[src/bbc_bitmap_decoder_core_assert.svh]
// ----------------------------------------------------------------------------
// BBC decoder assertion macros
// Shared concurrent assertion forms used by the queue and back end modules.
// ----------------------------------------------------------------------------
`ifndef BBC_BITMAP_DECODER_CORE_ASSERT_SVH
`define BBC_BITMAP_DECODER_CORE_ASSERT_SVH

// Same-cycle implication, disabled during reset
`define BBCD_ASSERT_NOW(label, clk, rst_n, ante, cons, msg) \
    label: assert property (@(posedge clk) disable iff (!rst_n) (ante) |-> (cons)) \
        else $error(msg);

// Next-cycle implication, disabled during reset
`define BBCD_ASSERT_NEXT(label, clk, rst_n, ante, cons, msg) \
    label: assert property (@(posedge clk) disable iff (!rst_n) (ante) |=> (cons)) \
        else $error(msg);

`endif

[src/bbcd_pkg.sv]
// ----------------------------------------------------------------------------
// BBC decoder package
// Result kinds, command word passed from front end to back end, and helpers.
// ----------------------------------------------------------------------------
`default_nettype none

package bbcd_pkg;

    // Result kinds as seen on the output port
    typedef enum logic [1:0] {
        KIND_RUN = 2'd0,
        KIND_LIT = 2'd1,
        KIND_ERR = 2'd2
    } kind_t;

    localparam int RUN_LEN_W   = 33;
    localparam int QUEUE_DEPTH = 4;
    localparam int QUEUE_AW    = $clog2(QUEUE_DEPTH);
    localparam int QUEUE_CW    = $clog2(QUEUE_DEPTH + 1);

    localparam logic [7:0] FILL_ONES  = 8'hFF;
    localparam logic [7:0] FILL_ZEROS = 8'h00;

    // One decoded byte: an optional run result followed by an optional literal
    typedef struct packed {
        logic                 has_run;
        kind_t                run_kind;
        logic [7:0]           run_value;
        logic [RUN_LEN_W-1:0] run_len;
        logic                 has_lit;
        logic [7:0]           lit_value;
    } cmd_t;

    function automatic logic [7:0] fill_byte(input logic f);
        fill_byte = f ? FILL_ONES : FILL_ZEROS;
    endfunction

    // Single set bit at pos, inverted for a ones fill
    function automatic logic [7:0] odd_byte(input logic f, input logic [2:0] pos);
        logic [7:0] v;
        v = 8'd1 << pos;
        odd_byte = f ? ~v : v;
    endfunction

endpackage

`default_nettype wire

[src/bbcd_front.sv]
// ----------------------------------------------------------------------------
// BBC decoder front end
// Parses header, counter and tail bytes and pushes at most one command per byte.
// ----------------------------------------------------------------------------
`default_nettype none

module bbcd_front
    import bbcd_pkg::*;
#(
    parameter int COUNTER_WIDTH = 32
)(
    input  wire logic       clk,
    input  wire logic       rst_n,
    input  wire logic       accept,
    input  wire logic [7:0] code_byte,
    input  wire logic       restart,
    output logic            push,
    output cmd_t            cmd
);

    typedef enum logic [1:0] {
        PH_HEADER  = 2'd0,
        PH_COUNTER = 2'd1,
        PH_TAIL    = 2'd2
    } phase_t;

    localparam int LW = (COUNTER_WIDTH > RUN_LEN_W) ? COUNTER_WIDTH : RUN_LEN_W;

    phase_t                   phase_reg, phase_next, phase_cur;
    logic                     fill_reg, fill_next, fill_cur;
    logic                     odd_kind_reg, odd_kind_next, odd_kind_cur;
    logic [3:0]               tail_reg, tail_next, tail_cur;
    logic [2:0]               pos_reg, pos_next, pos_cur;
    logic [COUNTER_WIDTH-1:0] acc_reg, acc_next, acc_cur, acc_shift;
    logic                     ovf_reg, ovf_next, ovf_cur, ovf_shift;
    logic [LW-1:0]            acc_wide;
    logic [RUN_LEN_W-1:0]     counted_len;
    logic [3:0]               tail_dec;

    // Restart clears state before the byte is decoded
    always_comb
    begin
        if (restart)
        begin
            phase_cur    = PH_HEADER;
            fill_cur     = 1'b0;
            odd_kind_cur = 1'b0;
            tail_cur     = '0;
            pos_cur      = '0;
            acc_cur      = '0;
            ovf_cur      = 1'b0;
        end
        else
        begin
            phase_cur    = phase_reg;
            fill_cur     = fill_reg;
            odd_kind_cur = odd_kind_reg;
            tail_cur     = tail_reg;
            pos_cur      = pos_reg;
            acc_cur      = acc_reg;
            ovf_cur      = ovf_reg;
        end
    end

    // Counter group shift-in and fill length (counter + 4)
    assign ovf_shift   = ovf_cur | (|acc_cur[COUNTER_WIDTH-1 -: 7]);
    assign acc_shift   = {acc_cur[COUNTER_WIDTH-8:0], code_byte[6:0]};
    assign acc_wide    = LW'(acc_shift);
    assign counted_len = acc_wide[RUN_LEN_W-1:0] + RUN_LEN_W'(4);
    assign tail_dec    = tail_cur - 4'd1;

    // Byte decode
    always_comb
    begin
        phase_next    = phase_cur;
        fill_next     = fill_cur;
        odd_kind_next = odd_kind_cur;
        tail_next     = tail_cur;
        pos_next      = pos_cur;
        acc_next      = acc_cur;
        ovf_next      = ovf_cur;
        cmd           = '0;
        cmd.run_kind  = KIND_RUN;

        case (phase_cur)
            PH_COUNTER:
            begin
                acc_next = acc_shift;
                ovf_next = ovf_shift;
                if (!code_byte[7])
                begin
                    cmd.has_run = 1'b1;
                    if (ovf_shift)
                    begin
                        cmd.run_kind  = KIND_ERR;
                        cmd.run_value = '0;
                        cmd.run_len   = '0;
                    end
                    else
                    begin
                        cmd.run_kind  = KIND_RUN;
                        cmd.run_value = fill_byte(fill_cur);
                        cmd.run_len   = counted_len;
                    end
                    phase_next = PH_HEADER;
                    if (odd_kind_cur)
                    begin
                        cmd.has_lit   = 1'b1;
                        cmd.lit_value = odd_byte(fill_cur, pos_cur);
                    end
                    else if (tail_cur != 4'd0)
                    begin
                        phase_next = PH_TAIL;
                    end
                end
            end
            PH_TAIL:
            begin
                cmd.has_lit   = 1'b1;
                cmd.lit_value = code_byte;
                tail_next     = tail_dec;
                if (tail_dec == 4'd0)
                    phase_next = PH_HEADER;
            end
            default:
            begin
                phase_next = PH_HEADER;
                if (code_byte[7])
                begin
                    // short fill with literal tail
                    fill_next     = code_byte[6];
                    cmd.has_run   = (code_byte[5:4] != 2'd0);
                    cmd.run_value = fill_byte(code_byte[6]);
                    cmd.run_len   = RUN_LEN_W'(code_byte[5:4]);
                    tail_next     = code_byte[3:0];
                    if (code_byte[3:0] != 4'd0)
                        phase_next = PH_TAIL;
                end
                else if (code_byte[6])
                begin
                    // short fill with odd bit
                    fill_next     = code_byte[5];
                    pos_next      = code_byte[2:0];
                    cmd.has_run   = (code_byte[4:3] != 2'd0);
                    cmd.run_value = fill_byte(code_byte[5]);
                    cmd.run_len   = RUN_LEN_W'(code_byte[4:3]);
                    cmd.has_lit   = 1'b1;
                    cmd.lit_value = odd_byte(code_byte[5], code_byte[2:0]);
                end
                else if (code_byte[5])
                begin
                    // counted fill with tail
                    fill_next     = code_byte[4];
                    odd_kind_next = 1'b0;
                    tail_next     = code_byte[3:0];
                    acc_next      = '0;
                    ovf_next      = 1'b0;
                    phase_next    = PH_COUNTER;
                end
                else
                begin
                    // counted fill with odd bit
                    fill_next     = code_byte[3];
                    odd_kind_next = 1'b1;
                    pos_next      = code_byte[2:0];
                    acc_next      = '0;
                    ovf_next      = 1'b0;
                    phase_next    = PH_COUNTER;
                end
            end
        endcase
    end

    assign push = accept && (cmd.has_run || cmd.has_lit);

    // Decoder state
    always_ff @(posedge clk or negedge rst_n)
    begin
        if (!rst_n)
        begin
            phase_reg    <= PH_HEADER;
            fill_reg     <= 1'b0;
            odd_kind_reg <= 1'b0;
            tail_reg     <= '0;
            pos_reg      <= '0;
            acc_reg      <= '0;
            ovf_reg      <= 1'b0;
        end
        else if (accept)
        begin
            phase_reg    <= phase_next;
            fill_reg     <= fill_next;
            odd_kind_reg <= odd_kind_next;
            tail_reg     <= tail_next;
            pos_reg      <= pos_next;
            acc_reg      <= acc_next;
            ovf_reg      <= ovf_next;
        end
    end

endmodule

`default_nettype wire

[src/bbcd_queue.sv]
// ----------------------------------------------------------------------------
// BBC decoder command queue
// Short FIFO of decoded commands between front end and back end.
// ----------------------------------------------------------------------------
`default_nettype none
`include "bbc_bitmap_decoder_core_assert.svh"

module bbcd_queue
    import bbcd_pkg::*;
(
    input  wire logic clk,
    input  wire logic rst_n,
    input  wire logic push,
    input  wire cmd_t push_cmd,
    input  wire logic pop,
    output cmd_t      head,
    output logic      empty,
    output logic      full
);

    cmd_t                mem [QUEUE_DEPTH];
    logic [QUEUE_AW-1:0] wr_ptr_reg, rd_ptr_reg;
    logic [QUEUE_CW-1:0] count_reg;

    assign empty = (count_reg == QUEUE_CW'(0));
    assign full  = (count_reg == QUEUE_CW'(QUEUE_DEPTH));
    assign head  = mem[rd_ptr_reg];

    // Storage
    always_ff @(posedge clk)
    begin
        if (push)
            mem[wr_ptr_reg] <= push_cmd;
    end

    // Pointers and fill count
    always_ff @(posedge clk or negedge rst_n)
    begin
        if (!rst_n)
        begin
            wr_ptr_reg <= '0;
            rd_ptr_reg <= '0;
            count_reg  <= '0;
        end
        else
        begin
            if (push)
                wr_ptr_reg <= wr_ptr_reg + QUEUE_AW'(1);
            if (pop)
                rd_ptr_reg <= rd_ptr_reg + QUEUE_AW'(1);
            if (push && !pop)
                count_reg <= count_reg + QUEUE_CW'(1);
            else if (pop && !push)
                count_reg <= count_reg - QUEUE_CW'(1);
        end
    end

    `BBCD_ASSERT_NOW(a_no_push_full, clk, rst_n, push, !full, "push into full queue")
    `BBCD_ASSERT_NOW(a_no_pop_empty, clk, rst_n, pop, !empty, "pop from empty queue")
    `BBCD_ASSERT_NEXT(a_count_up, clk, rst_n, push && !pop,
        count_reg == $past(count_reg) + QUEUE_CW'(1), "count did not advance on push")

endmodule

`default_nettype wire

[src/bbcd_back.sv]
// ----------------------------------------------------------------------------
// BBC decoder back end
// Expands each command into its run and literal results on the output register.
// ----------------------------------------------------------------------------
`default_nettype none
`include "bbc_bitmap_decoder_core_assert.svh"

module bbcd_back
    import bbcd_pkg::*;
(
    input  wire logic                  clk,
    input  wire logic                  rst_n,
    input  wire cmd_t                  head,
    input  wire logic                  q_empty,
    output logic                       pop,
    input  wire logic                  result_stall,
    output logic                       result_valid,
    output logic [1:0]                 kind,
    output logic [7:0]                 value,
    output logic [RUN_LEN_W-1:0]       run_length,
    output logic                       last
);

    logic                 valid_reg;
    logic                 run_done_reg, run_done_next;
    logic [1:0]           kind_reg, kind_next;
    logic [7:0]           value_reg, value_next;
    logic [RUN_LEN_W-1:0] len_reg, len_next;
    logic                 last_reg, last_next;
    logic                 load, take, emit_run;

    // Output register may load when empty or being drained
    assign load     = !valid_reg || !result_stall;
    assign take     = load && !q_empty;
    assign emit_run = head.has_run && !run_done_reg;
    assign pop      = take && (!emit_run || !head.has_lit);

    // Select next result from the head command
    always_comb
    begin
        run_done_next = run_done_reg;
        kind_next     = kind_reg;
        value_next    = value_reg;
        len_next      = len_reg;
        last_next     = last_reg;
        if (take)
        begin
            if (emit_run)
            begin
                kind_next     = head.run_kind;
                value_next    = head.run_value;
                len_next      = head.run_len;
                last_next     = !head.has_lit;
                run_done_next = head.has_lit;
            end
            else
            begin
                kind_next     = KIND_LIT;
                value_next    = head.lit_value;
                len_next      = RUN_LEN_W'(1);
                last_next     = 1'b1;
                run_done_next = 1'b0;
            end
        end
    end

    // Control state
    always_ff @(posedge clk or negedge rst_n)
    begin
        if (!rst_n)
        begin
            valid_reg    <= 1'b0;
            run_done_reg <= 1'b0;
        end
        else if (load)
        begin
            valid_reg    <= take;
            run_done_reg <= run_done_next;
        end
    end

    // Result payload
    always_ff @(posedge clk)
    begin
        if (take)
        begin
            kind_reg  <= kind_next;
            value_reg <= value_next;
            len_reg   <= len_next;
            last_reg  <= last_next;
        end
    end

    assign result_valid = valid_reg;
    assign kind         = kind_reg;
    assign value        = value_reg;
    assign run_length   = len_reg;
    assign last         = last_reg;

    `BBCD_ASSERT_NOW(a_err_zero, clk, rst_n, valid_reg && kind_reg == KIND_ERR,
        value_reg == 8'd0 && len_reg == '0, "error result carries data")
    `BBCD_ASSERT_NOW(a_lit_len, clk, rst_n, valid_reg && kind_reg == KIND_LIT,
        len_reg == RUN_LEN_W'(1) && last_reg, "literal result malformed")
    `BBCD_ASSERT_NOW(a_split_head, clk, rst_n, run_done_reg,
        !q_empty && valid_reg && !last_reg, "split command lost its head")

endmodule

`default_nettype wire

[src/bbc_bitmap_decoder_core.sv]
// ----------------------------------------------------------------------------
// BBC bitmap decoder core
// Decodes a byte-aligned bitmap code stream into fill runs and literal bytes.
// ----------------------------------------------------------------------------
// Usage:
//   Code channel: code_valid / code_stall with code_byte and restart. One
//   compressed byte per transaction; restart=1 clears decoder state first
//   and the byte is then decoded as a header.
//   Result channel: result_valid / result_stall with kind, value, run_length
//   and last. Each byte yields zero, one or two results; last marks the final
//   one for that byte. Header and counter bytes that only update state give
//   no result.
//   Path: decode is combinational and writes the command queue at the
//   accepting edge; the output register then loads from the queue.
//   Throughput: one code byte per cycle while code_stall is low; the output
//   register emits one result per cycle while result_stall is low, so a
//   byte that yields both a run and a literal holds it for two results.
//   A four-entry command queue absorbs these bursts.
//   When the receiver stalls, the result holds steady and the queue fills;
//   code_stall rises once the queue is full.
//   Reset clears the decoder state, empties the queue and clears result_valid.
// ----------------------------------------------------------------------------
`default_nettype none

module bbc_bitmap_decoder_core
    import bbcd_pkg::*;
#(
    parameter int COUNTER_WIDTH = 32
)(
    input  wire logic                  clk,
    input  wire logic                  rst_n,
    input  wire logic                  code_valid,
    output logic                       code_stall,
    input  wire logic [7:0]            code_byte,
    input  wire logic                  restart,
    output logic                       result_valid,
    input  wire logic                  result_stall,
    output logic [1:0]                 kind,
    output logic [7:0]                 value,
    output logic [RUN_LEN_W-1:0]       run_length,
    output logic                       last
);

    logic accept, push, pop, q_empty, q_full;
    cmd_t cmd, head;

    assign code_stall = q_full;
    assign accept     = code_valid && !q_full;

    // Byte decode
    bbcd_front #(
        .COUNTER_WIDTH (COUNTER_WIDTH)
    ) u_front (
        .clk       (clk),
        .rst_n     (rst_n),
        .accept    (accept),
        .code_byte (code_byte),
        .restart   (restart),
        .push      (push),
        .cmd       (cmd)
    );

    // Command queue
    bbcd_queue u_queue (
        .clk      (clk),
        .rst_n    (rst_n),
        .push     (push),
        .push_cmd (cmd),
        .pop      (pop),
        .head     (head),
        .empty    (q_empty),
        .full     (q_full)
    );

    // Result expansion
    bbcd_back u_back (
        .clk          (clk),
        .rst_n        (rst_n),
        .head         (head),
        .q_empty      (q_empty),
        .pop          (pop),
        .result_stall (result_stall),
        .result_valid (result_valid),
        .kind         (kind),
        .value        (value),
        .run_length   (run_length),
        .last         (last)
    );

endmodule

`default_nettype wire
[config.mk]
export PLATFORM = sky130hd
export DESIGN_NAME = bbc_bitmap_decoder_core
export DESIGN_NICKNAME = d
export VERILOG_FILES = /design/src/bbcd_pkg.sv /design/src/bbcd_front.sv /design/src/bbcd_queue.sv /design/src/bbcd_back.sv /design/src/bbc_bitmap_decoder_core.sv
export VERILOG_INCLUDE_DIRS = /design/src /design/src/src
export SDC_FILE = /design/constraint.sdc
export NUM_CORES = 1
export LEC_CHECK = 0
export ABC_AREA = 1
export BUFFER_PORTS_ARGS = -buffer_cell sky130_fd_sc_hd__buf_2
export CORE_MARGIN = 2
export CORE_UTILIZATION = 40
export CTS_CLUSTER_SIZE = 10
export DETAILED_ROUTE_END_ITERATION = 16
export PLACE_DENSITY = 0.55
export SYNTH_ARGS = -nofsm -noshare
export SYNTH_HDL_FRONTEND = slang
export SYNTH_SLANG_ARGS = --single-unit
[constraint.sdc]
create_clock -name clk -period 9.4 [get_ports clk]
set_clock_uncertainty 0.05 [all_clocks]
set_input_delay 0.47 -clock clk [delete_from_list [all_inputs] [get_ports clk]]
set_output_delay 0.47 -clock clk [all_outputs]
set_load 0.01 [all_outputs]
==> results of run 1 <==
==> layout by cell type (no fill, tap or decap), types with 6 or more instances in the layout <==
| master | netlist | layout |
|---|---|---|
| buf_2 | 14 | 58 |
| nand2_1 | 127 | 126 |
| buf_4 | 4 | 11 |
| nand3_1 | 52 | 52 |
| inv_1 | 97 | 96 |
| nand4_1 | 9 | 9 |
| dfrtp_1 | 53 | 51 |
| ha_1 | 12 | 12 |
| nor2_2 | 12 | 12 |
| xor2_1 | 10 | 10 |
| o21ai_0 | 113 | 113 |
| edfxtp_1 | 224 | 224 |
| nand2_2 | 5 | 6 |
| clkbuf_1 | 32 | 15 |
| nor3_1 | 13 | 13 |
| nor2_1 | 220 | 216 |
| clkinv_1 | 3 | 6 |
| a221oi_1 | 31 | 31 |
| clkbuf_16 | 0 | 35 |
| a31oi_1 | 8 | 8 |
| o221ai_1 | 8 | 8 |
| a21oi_1 | 115 | 115 |
| nor2_4 | 11 | 15 |
==> cell usage after synthesis (10+ instances only) <==
library cell	number	area, sq um
edfxtp_1	224	6726
nor2_1	220	825.8
nand2_1	127	476.7
a21oi_1	115	575.6
o21ai_0	113	565.5
inv_1	97	364.1
dfrtp_1	53	1326
nand3_1	52	260.3
clkbuf_1	32	120.1
a221oi_1	31	271.5
buf_2	14	70.07
nor3_1	13	65.06
ha_1	12	150.1
nor2_2	12	75.07
nor2_4	11	123.9
xor2_1	10	87.58
==> kinds of logic after synthesis <==
logic type                 Yosys count
AOI/OAI and AO/OA                  291
buffers and inverters              165
adders and majority gates           13
xor gates and xnor gates            14
DFF                                277
and+or+nand+nor                    462
==> stage by stage <==
stage	area, sq um	hold WS (ns)	utilization, %
5_1_grt	14340	0.1257	45.56
4_1_cts	14340	0.07866	45.55
6_report	14340	0.05014	45.56
3_5_place_dp	13350	0.4205	42.41
2_1_floorplan	12750	0.1244	-
3_3_place_gp	13350	0.4322	42.41
==> report_power, final <==
part           switching [mW]  internal (mW)  leakage (nW)
Clock                   0.476          0.693         0.475
Sequential              0.114           1.73          2.68
Combinational           0.994          0.399          2.17
==> final cells by class <==
type	instances	share of cell area [%]
flip-flops and latches	277	56.18
multi-input cells	780	28.07
clock buffers	51	6.597
well taps	402	3.508
inverters	104	2.723
repair buffers	69	2.600
clock inverters	5	0.3054
diodes	1	0.01745
==> per-layer routing <==
| layer | vias up | share of wire (%) | global-route usage [%] |
|---|---|---|---|
| met4 | 0 | 1.9 | 4.935 |
| li1 | 4366 | - | - |
| met3 | 50 | 4.9 | 2.834 |
| met5 | - | 0 | 0 |
| met2 | 244 | 45 | 28.29 |
| met1 | 4289 | 48 | 26.64 |
==> worst max path at each step <==
stage	to	startpoint	slack, ns	depth (start not counted)
2_1_floorplan	u_queue.mem[0][0]$_DFFE_PP_	restart	5.06	11
3_3_place_gp	u_queue.count_reg[2]$_DFFE_PN0P_	restart	3.92	16
3_5_place_dp	u_queue.count_reg[2]$_DFFE_PN0P_	restart	3.80	16
4_1_cts	u_queue.count_reg[2]$_DFFE_PN0P_	restart	4.31	16
5_1_grt	u_queue.count_reg[2]$_DFFE_PN0P_	restart	3.93	16
6_report	u_queue.count_reg[2]$_DFFE_PN0P_	restart	4.35	16
==> metrics, run 1 <==
synthesized area approximately 13000 sq um; post-synthesis mux area share 0%; crit end category flip-flop; Buf/Inv on CP 5; vias in the first global route 8610; Final ANT Viol Nets 0; Final setup viols 0; Critical Path AT 5.39 ns; post-synthesis xor/xnor area fraction less than 1%; post-CTS setup buffers 0; All-Layer GR Usage 18.21%; Vias/cell 5.298; largest family of logic cells by synthesized area simple AND/OR/NAND/NOR gates; GPL Wtd Cong 0.8849; share of post-route cells with drive strength above 1 12.36%; max-cap violation count 0; Syn-to-layout area delta 12.46%; DR WL/cell 17.74 microns; CP peak stage delay around 1 ns; Placed Cells 1632; Design Power 4.411 mW; Die H about 180 microns; Tcrit/Tclk final 53.76%; drt initial violations around 840; Leak Pwr 5.329 nW; # fillers 2943; cell family with most CP delay simple AND/OR/NAND/NOR gates; crit-path max FO 33; Max Fclk 197.9 MHz; Via Count ~8900; Post-Syn Instances 1222; clock-pin slew of the registers on the worst-case setup and hold paths around 0.05 ns; footprint of the multi-input gates 4025 sq um; R2R setup slack between 5 and 6 ns; Worst EP required 9.74 ns; slowest cell on the critical path nor2_2; RR Startpoint u_front.phase_reg[0]$_DFFE_PN0P_; worst vdd ir between 0.15 and 0.2 mV; Die ar. 33320 sq um; RSZ-0062 raised after global routing false; critical path type input pin to flip-flop; drc violations 0; number of I/O pins approximately 60; worst min path class input pin to asynchronous set/reset pin; CTS root buf clkbuf_16; largest net degree at the start of global routing 90; Initial Util about two fifths; Sink Count 277; synthesized net count 1248; 1st-pass router iterations 5; Core Area 31470 sq um; Syn Area/Cell 10.43 sq um; non-filler instance count after layout about 1700; Crit path top cell by count inv_1; post-synthesis simple-gate area fraction 16.08%; Rel. slew slack 18.98%; Port Buf Inserts 58; number of flops mapped to enable cells by yosys 224; Setup WS post-layout 4.347 ns; Die Width 182.5 microns; clock latency on the worst-skew pair 0.51 ns; register area 8055 sq um; H-tree levels 2; async set or reset register ratio after synthesis 19.13%; Worst Tran Pin Value 1.214 ns; synth unique cells 43; CP Cell Sequence buf_2 > inv_2 > nand2_1 > inv_1 > ha_1 > nor2_2 > nand3_2 > nand4_1 > nand2_1 > inv_1 > ha_1 > inv_1 > fa_1 > a21oi_1 > o21ai_0 > xnor2_1; power per standard cell area 307.6 nW/um^2; cts hold-fix bufs 0; top_reg_cell synth edfxtp_1; Synth Register Bits 277; post-synthesis adder-cell area fraction 1.335%; Max clock buf depth 3; TritonCTS clock tree built; clock buffer count from CTS 34; post-DP HPWL about 19000 microns; post-layout net count 1292; quantity of gates resized following cts 0; first-pass GRT wire length 47620 microns; grt total ovfl 0; row count 65; Slew Limit Fails 0; pre-CTS setup slack around 3.8 ns; Worst R2R Path Depth 14; Synth Area in Compound Gates 12.93%; status completed; fin crit period 5.054 ns; Largest register FFs 180; FF-to-FF End u_queue.count_reg[2]$_DFFE_PN0P_; routed wire length 29960 microns; setup TNS 0 ns; Seq/Total Area, Yosys 63.16%; Hold Vio Cnt, Final 0; initial antenna violation count 1; YS warnings 0; nature of the critical path startpoint input pin
Note: power is estimated with default switching activity, not from simulation.
==> inputs of run 2 (changes only) <==
Settings changed: ABC_AREA 1 to 0.
Clock period 9.4 ns to 5.2 ns, I/O delays scaled along.
==> run 2 against run 1 <==
  * Utilization increased by 0.90 points
  * Final area decreased by 3.7%
  * Synthesized cell count decreased by 34%
  * Non-clock buffer count increased by 7
  * Sequential power increased by 70%
  * Hold slack improved by 0.11 ns
  * Via count decreased by 24%
  * Clock-buffer cell count decreased by 8
  * First-iteration DRC count decreased by 30%
  * Sequential share of layout area increased by 2.2 points
  * Cell count decreased by 25%
  * Die area decreased by 5.0%
  * Critical endpoint is now u_queue.mem[2][18]$_DFFE_PP_
==> metrics, run 2 <==
crit-path max FO 23 (was 33); clock-pin slew of the registers on the worst-case setup and hold paths 0.05 ns (about the same); switching share of power 29.14% (was 35.92%); Seq/Total Area, Yosys 66.56% (was 63.16%); Critical Path AT 3.59 ns (was 5.39 ns); Largest register FFs 180 (unchanged); diodes inserted 0 (was 1); Yosys top cell by area edfxtp_1 (unchanged); synth unique cells 64 (was 43); Sink Count 277 (unchanged); R2R setup slack 1.74 ns (was 5.19 ns); top_reg_cell synth edfxtp_1 (unchanged); crit end category flip-flop (unchanged); critical path type flip-flop to flip-flop (was input pin to flip-flop); drc violations 0 (unchanged); # fillers 2574 (was 2943); FF-to-FF End u_queue.mem[2][18]$_DFFE_PP_ (was u_queue.count_reg[2]$_DFFE_PN0P_); YS warnings 0 (unchanged); number of I/O pins 59 (unchanged); Worst Tran Pin Value 1.196 ns (was 1.214 ns); worst vdd ir 0.2272 mV (was 0.1735 mV); clock latency on the worst-skew pair 0.51 ns (about the same); clock power share 29.3% (was 26.5%); Hold Vio Cnt, Final 0 (unchanged); worst min path class input pin to flip-flop (was input pin to asynchronous set/reset pin); TritonCTS clock tree built (unchanged); setup TNS 0 ns (unchanged); row count 63 (was 65); fin crit period 3.459 ns; synthesized net count 829 (was 1248); share of post-route cells with drive strength above 1 21.21% (was 12.36%); Synth Register Bits 277 (unchanged); Slew Limit Fails 0 (unchanged); most common cell after layout, fill and taps aside edfxtp_1 (unchanged); Leak Pwr 4.901 nW (was 5.329 nW); Vias/cell 5.341 (was 5.298); post-DP HPWL 16280 microns (was 18560 microns); Die ar. 31650 sq um (was 33320 sq um); Buf/Inv on CP 1 (was 5); Worst R2R Path Depth 8 (was 14); Max clock buf depth 3 (unchanged); CP peak stage delay 0.57 ns (was 0.99 ns); initial antenna violation count 0 (was 1); Die H 177.9 microns (was 182.5 microns); hold slack 0.1554 ns (was 0.05014 ns); footprint of the multi-input gates 3795 sq um (was 4025 sq um); RSZ-0062 raised after global routing false (unchanged); 1st-pass router iterations 5 (unchanged); Syn Area/Cell 15.07 sq um (was 10.43 sq um); Final ANT Viol Nets 0 (unchanged); All-Layer GR Usage 16.83% (was 18.21%); async set or reset register ratio after synthesis 19.13% (unchanged); Core Area 29720 sq um (was 31470 sq um); quantity of gates resized following cts 0 (unchanged); CP Cell Sequence nor2b_1 > ha_1 > nor2_1 > and4_4 > a311o_1 > o21a_2 > and2_2 > buf_4 (was buf_2 > inv_2 > nand2_1 > inv_1 > ha_1 > nor2_2 > nand3_2 > nand4_1 > nand2_1 > inv_1 > ha_1 > inv_1 > fa_1 > a21oi_1 > o21ai_0 > xnor2_1); grt total ovfl 0 (unchanged); slowest cell on the critical path and2_2 (was nor2_2); top-count cell post-synth edfxtp_1 (unchanged); synth cell count leaders edfxtp_1, dfrtp_1, nand2_1 (was edfxtp_1, nor2_1, nand2_1); synthesized area 12100 sq um (was 12750 sq um); DR WL/cell 20.17 microns (was 17.74 microns); number of flops mapped to enable cells by yosys 224 (unchanged); register area 8055 sq um (unchanged); Pint 5.038 mW (was 2.826 mW); RR Startpoint u_front.phase_reg[0]$_DFFE_PN0P_ (unchanged); share of the synthesized area in the top cell type 55.60% (was 52.76%); Comb pwr share 26.6% (was 31.6%); cell family with most CP delay simple AND/OR/NAND/NOR gates (unchanged); highest-count cells in the layout ignoring fill and taps edfxtp_1, buf_2, nand2_1, dfrtp_1, nor2b_1 (was edfxtp_1, nor2_1, nand2_1, a21oi_1, o21ai_0); Critical path origin u_front.phase_reg[0]$_DFFE_PN0P_ (was restart); Critical path destination u_queue.mem[2][18]$_DFFE_PP_ (was u_queue.count_reg[2]$_DFFE_PN0P_); Port Buf Inserts 58 (unchanged); post-layout net count 890 (was 1292); Syn-to-layout area delta 14.12% (was 12.46%); Worst EP required 5.33 ns (was 9.74 ns); number of cells on the critical path 8 (was 16); routed wire length 25560 microns (was 29960 microns); Final setup viols 0 (unchanged); Setup WS post-layout 1.741 ns (was 4.347 ns); drt initial violations 585 (was 841); status completed (unchanged); power per standard cell area 515.0 nW/um^2 (was 307.6 nW/um^2); Die Width 177.9 microns (was 182.5 microns); Initial Util 40.71% (was 40.51%); NetSw 2.072 mW (was 1.584 mW); largest net degree at the start of global routing 54 (was 90); Rel. slew slack 20.26% (was 18.98%); Max Fclk about 290 MHz; Flop pwr share 44.2% (was 41.9%); Post-Syn Instances 803 (was 1222); nature of the critical path startpoint flip-flop (was input pin); Via Count 6767 (was 8949); CTS root buf clkbuf_16 (unchanged); GPL Wtd Cong 0.7829 (was 0.8849); clock buffer count from CTS 34 (unchanged); H-tree levels 2 (unchanged); max-cap violation count 0 (unchanged); Tcrit/Tclk final 66.52%; pre-CTS setup slack 1.643 ns (was 3.805 ns); first-pass GRT wire length 40620 microns (was 47620 microns); vias in the first global route 6905 (was 8610); synth top area cells edfxtp_1, dfrtp_1, mux4_2 (was edfxtp_1, dfrtp_1, nor2_1)
-- run 2: changes by cell type after synthesis, moves of 45 or more --
cell,change
inv_1,-80
nor2b_1,+47
nor2_1,-175
a21oi_1,-106
mux4_2,+45
o21ai_0,-95
nand2_1,-74
-- run 2: cell type report --
| cell class | instances | area share (%) |
|---|---|---|
| Timing Repair Buffer | 76 | 3.208 |
| Multi-Input combinational cell | 457 | 27.49 |
| Clock buffer | 43 | 6.407 |
| Clock inverter | 6 | 0.5256 |
| Inverter | 18 | 0.4894 |
| Tap cell | 390 | 3.535 |
| Sequential cell | 277 | 58.35 |
-- run 2: logic make-up (layout without fill, tap and decap cells) --
family | after synthesis | in the layout | synth area share, %
AO/OA/AOI/OAI | 100 | 100 | 6.185
XOR/XNOR | 48 | 48 | 3.475
adder cells (fa/ha/maj) | 13 | 13 | 1.407
buffers and inverters | 69 | 143 | 2.389
flip-flops | 277 | 277 | 66.56
multiplexers | 54 | 54 | 9.194
AND/OR/NAND/NOR | 242 | 242 | 10.79
-- run 2: power groups by stage --
stage | logic, mW | clock network [mW] | registers (mW)
finish | 1.89 | 2.08 | 3.14
global route | 2.09 | 2.23 | 3.19
CTS | 1.95 | 2.13 | 3.15
detailed placement | 1.94 | 0 | 3.19
global placement | 1.93 | 0 | 3.18
floorplan | 1.28 | 0 | 3.23
-- run 2: per-layer routing --
layer  up-vias  wire [microns]  global-route usage [%]  share of wire (%)
met3        33            1191                   2.464                4.7
met4         0             403                   3.962                1.6
met1      3405           12000                   24.87                 47
met2       176           11960                   26.36                 47
met5         -               0                       0                  0
li1       3153               -                       -                  -
-- run 2: worst min-delay path by stage --
stage,from,to,slack (ns),cells after the start
6_report,code_byte[3],u_front.acc_reg[3]$_DFFE_PN0P_,0.16,2
4_1_cts,code_byte[3],u_front.acc_reg[3]$_DFFE_PN0P_,0.13,2
3_3_place_gp,rst_n,u_queue.count_reg[0]$_DFFE_PN0P_,0.38,2
3_5_place_dp,rst_n,u_queue.count_reg[0]$_DFFE_PN0P_,0.39,2
2_1_floorplan,rst_n,u_back.result_valid$_DFFE_PN0P_,-0.09,0
5_1_grt,code_byte[3],u_front.acc_reg[3]$_DFFE_PN0P_,0.16,2
-- run 2: what timing repair did --
item / in CTS / in global routing
hold buffers: 2 / 0
endpoints found under the hold margin: 54 / 0
setup endpoints to repair: 0 / 0
buffers inserted: 0 / 0
-- run 2: through the flow --
stage | std cells | instance area (sq um) | power (mW) | utilization (%)
after global placement | 1216 | 12830 | 5.110 | 43.17
after CTS | 1267 | 13810 | 7.231 | 46.46
final | 1267 | 13810 | 7.110 | 46.46
after global routing | 1267 | 13810 | 7.510 | 46.46
after floorplan | 803 | 12100 | 4.514 | -
after detailed placement | 1216 | 12830 | 5.132 | 43.17
-- run 2: worst register-to-register path: cells and delay by family, from the launching register on --
family / cells / cell delay, ns
simple gates: 4 / 1.43
compound gates: 2 / 0.50
buf+inv: 1 / 0.37
fa+ha+maj: 1 / 0.43
flops: 1 / 0.36
==> inputs of run 3 (changes only) <==
Settings changed: PLACE_DENSITY 0.55 to 0.57.
Clock period 5.2 ns to 2.85 ns, I/O delays scaled along.
==> run 3 against run 2 <==
  * Utilization is 0.91 points higher
  * Register-to-register slack got worse by 1.6 ns
  * Sequential power rose by 83%
  * Maximum frequency up 28%
  * Cell count rose by 2.2%
  * Via count rose by 2.3%
  * First-iteration DRC count rose by 5.8%
  * Hold slack got worse by 0.10 ns
  * Sequential cell count is the same
  * Non-clock buffer count up 22
  * Largest power group unchanged
==> metrics, run 3 (synthesized netlist as in run 2, its figures left out) <==
status completed (unchanged); RSZ-0062 raised after global routing false (unchanged); Syn-to-layout area delta 16.34% (was 14.12%); post-DP HPWL 15910 microns (was 16280 microns); Hold Vio Cnt, Final 0 (unchanged); crit end category flip-flop (unchanged); Initial Util 40.71% (unchanged); fin crit period 2.705 ns (was 3.459 ns); non-filler instance count after layout 1295 (was 1267); initial antenna violation count 0 (unchanged); first-pass GRT wire length 40810 microns (was 40620 microns); Worst EP required 3.18 ns (was 5.33 ns); clock-pin slew of the registers on the worst-case setup and hold paths 0.06 ns (was 0.05 ns); critical path type flip-flop to flip-flop (unchanged); Via Count 6924 (was 6767); Placed Cells 1238 (was 1216); Setup WS post-layout 0.1450 ns (was 1.741 ns); Tcrit/Tclk final 94.91% (was 66.52%); diodes inserted 0 (unchanged); max-cap violation count 0 (unchanged); Largest register FFs 180 (unchanged); Die Width 177.9 microns (unchanged); DR WL/cell 19.97 microns (was 20.17 microns); CP Cell Sequence nor2b_2 > inv_1 > ha_4 > nor2_2 > and4_4 > a311o_1 > o21a_2 > ha_4 > inv_2 > fa_1 > mux2_2 (was nor2b_1 > ha_1 > nor2_1 > and4_4 > a311o_1 > o21a_2 > and2_2 > buf_4); Final setup viols 0 (unchanged); GPL Wtd Cong 0.8305 (was 0.7829); # fillers 2594 (was 2574); Leak Pwr 5.031 nW (was 4.901 nW); post-layout net count 912 (was 890); Max Fclk 369.7 MHz (was 289.1 MHz); largest net degree at the start of global routing 47 (was 54); Worst Tran Pin Value 1.183 ns (was 1.196 ns); row count 63 (unchanged); worst min path class input pin to flip-flop (unchanged); highest-count cells in the layout ignoring fill and taps edfxtp_1, buf_2, nand2_1, dfrtp_1 (was edfxtp_1, buf_2, nand2_1, dfrtp_1, nor2b_1); H-tree levels 2 (unchanged); Die H 177.9 microns (unchanged); most common cell after layout, fill and taps aside edfxtp_1 (unchanged); pre-CTS setup slack 0.1122 ns (was 1.643 ns); routed wire length 25860 microns (was 25560 microns); power per standard cell area 935.5 nW/um^2 (was 515.0 nW/um^2); Worst R2R Path Depth 11 (was 8); crit-path max FO 5 (was 23); Max clock buf depth 3 (unchanged); drc violations 0 (unchanged); worst vdd ir 0.6775 mV (was 0.2272 mV); slowest cell on the critical path fa_1 (was and2_2); drt initial violations 619 (was 585); Sink Count 277 (unchanged); 1st-pass router iterations 5 (unchanged); Slew Limit Fails 0 (unchanged); vias in the first global route 7092 (was 6905); CP peak stage delay 0.39 ns (was 0.57 ns); hold slack 0.05195 ns (was 0.1554 ns); nature of the critical path startpoint flip-flop (unchanged); Critical Path AT 3.03 ns (was 3.59 ns); CTS root buf clkbuf_16 (unchanged); Port Buf Inserts 58 (unchanged); All-Layer GR Usage 17.00% (was 16.83%); Die ar. 31650 sq um (unchanged); Finished Core Util 47.36% (was 46.46%); clock latency on the worst-skew pair 0.49 ns (was 0.51 ns); Vias/cell 5.347 (was 5.341); TritonCTS clock tree built (unchanged); Rel. slew slack 21.14% (was 20.26%); share of post-route cells with drive strength above 1 23.65% (was 21.21%); Final ANT Viol Nets 0 (unchanged); clock buffer count from CTS 34 (unchanged); grt total ovfl 0 (unchanged); number of I/O pins 59 (unchanged); Crit path top cell by count ha_4; hold depth 2 (unchanged); Core Area 29720 sq um (unchanged)
==> run 3: final timing paths <==
kind	slack (ns)	from	endpoint
worst max-delay path	0.15	u_front.phase_reg[1]$_DFFE_PN0P_	u_queue.count_reg[1]$_DFFE_PN0P_
worst min-delay path	0.05	code_byte[4]	u_front.acc_reg[4]$_DFFE_PN0P_
worst max register to register	0.15	u_front.phase_reg[1]$_DFFE_PN0P_	u_queue.count_reg[1]$_DFFE_PN0P_
worst min register to register	0.44	u_queue.count_reg[2]$_DFFE_PN0P_	u_queue.count_reg[2]$_DFFE_PN0P_
max in group asynchronous	1.80	rst_n	u_front.acc_reg[11]$_DFFE_PN0P_
min in group asynchronous	0.25	rst_n	u_queue.count_reg[1]$_DFFE_PN0P_
==> run 3: final cells by class <==
| type | count | area [sq um] | share of cell area [%] |
|---|---|---|---|
| flip-flops and latches | 277 | 8055 | 57.23 |
| inverters | 18 | 67.56 | 0.4800 |
| repair buffers | 98 | 645.6 | 4.587 |
| clock buffers | 50 | 932.1 | 6.623 |
| clock inverters | 5 | 51.30 | 0.3645 |
| well taps | 390 | 488.0 | 3.467 |
| multi-input cells | 457 | 3835 | 27.25 |
==> run 3: critical path: cells and delay by family, from the launching register on <==
kind	cells	cell delay [ns]
multiplexers	1	0.26
AND/OR/NAND/NOR	3	0.41
buffers and inverters	2	0.15
adder cells (fa/ha/maj)	3	0.86
AO/OA/AOI/OAI	2	0.52
flip-flops	1	0.34
==> run 3: routing by layer <==
| metal | track usage [%] | share of wire [%] | routed length (microns) | up-vias |
|---|---|---|---|---|
| li1 | - | - | - | 3214 |
| met1 | 22.96 | 44 | 11360 | 3510 |
| met2 | 28.12 | 49 | 12720 | 162 |
| met3 | 2.806 | 4.4 | 1143 | 38 |
| met4 | 5.499 | 2.4 | 631 | 0 |
| met5 | 0 | 0 | 0 | - |
==> run 3: per-stage QoR <==
step	TNS, ns	total power, mW	instance area (sq um)
after floorplan	-0.1138	8.275	12190
after global placement	0	9.459	13070
after detailed placement	0	9.502	13070
after CTS	0	13.41	14070
after global routing	0	13.90	14070
final	0	13.17	14070
==> run 3: what timing repair did <==
| action | CTS | global route |
|---|---|---|
| setup endpoints to repair | 0 | 2 |
| resized for setup | 0 | 1 |
| hold endpoints to repair | 32 | 0 |
| hold buffers | 2 | 0 |
| setup buffers | 0 | 0 |
==> run 3: power breakdown <==
part	total, mW	switching (mW)	leakage [nW]	internal [mW]
combinational	3.58	1.96	1.75	1.62
clock	3.85	1.51	0.475	2.34
sequential	5.75	0.324	2.81	5.42
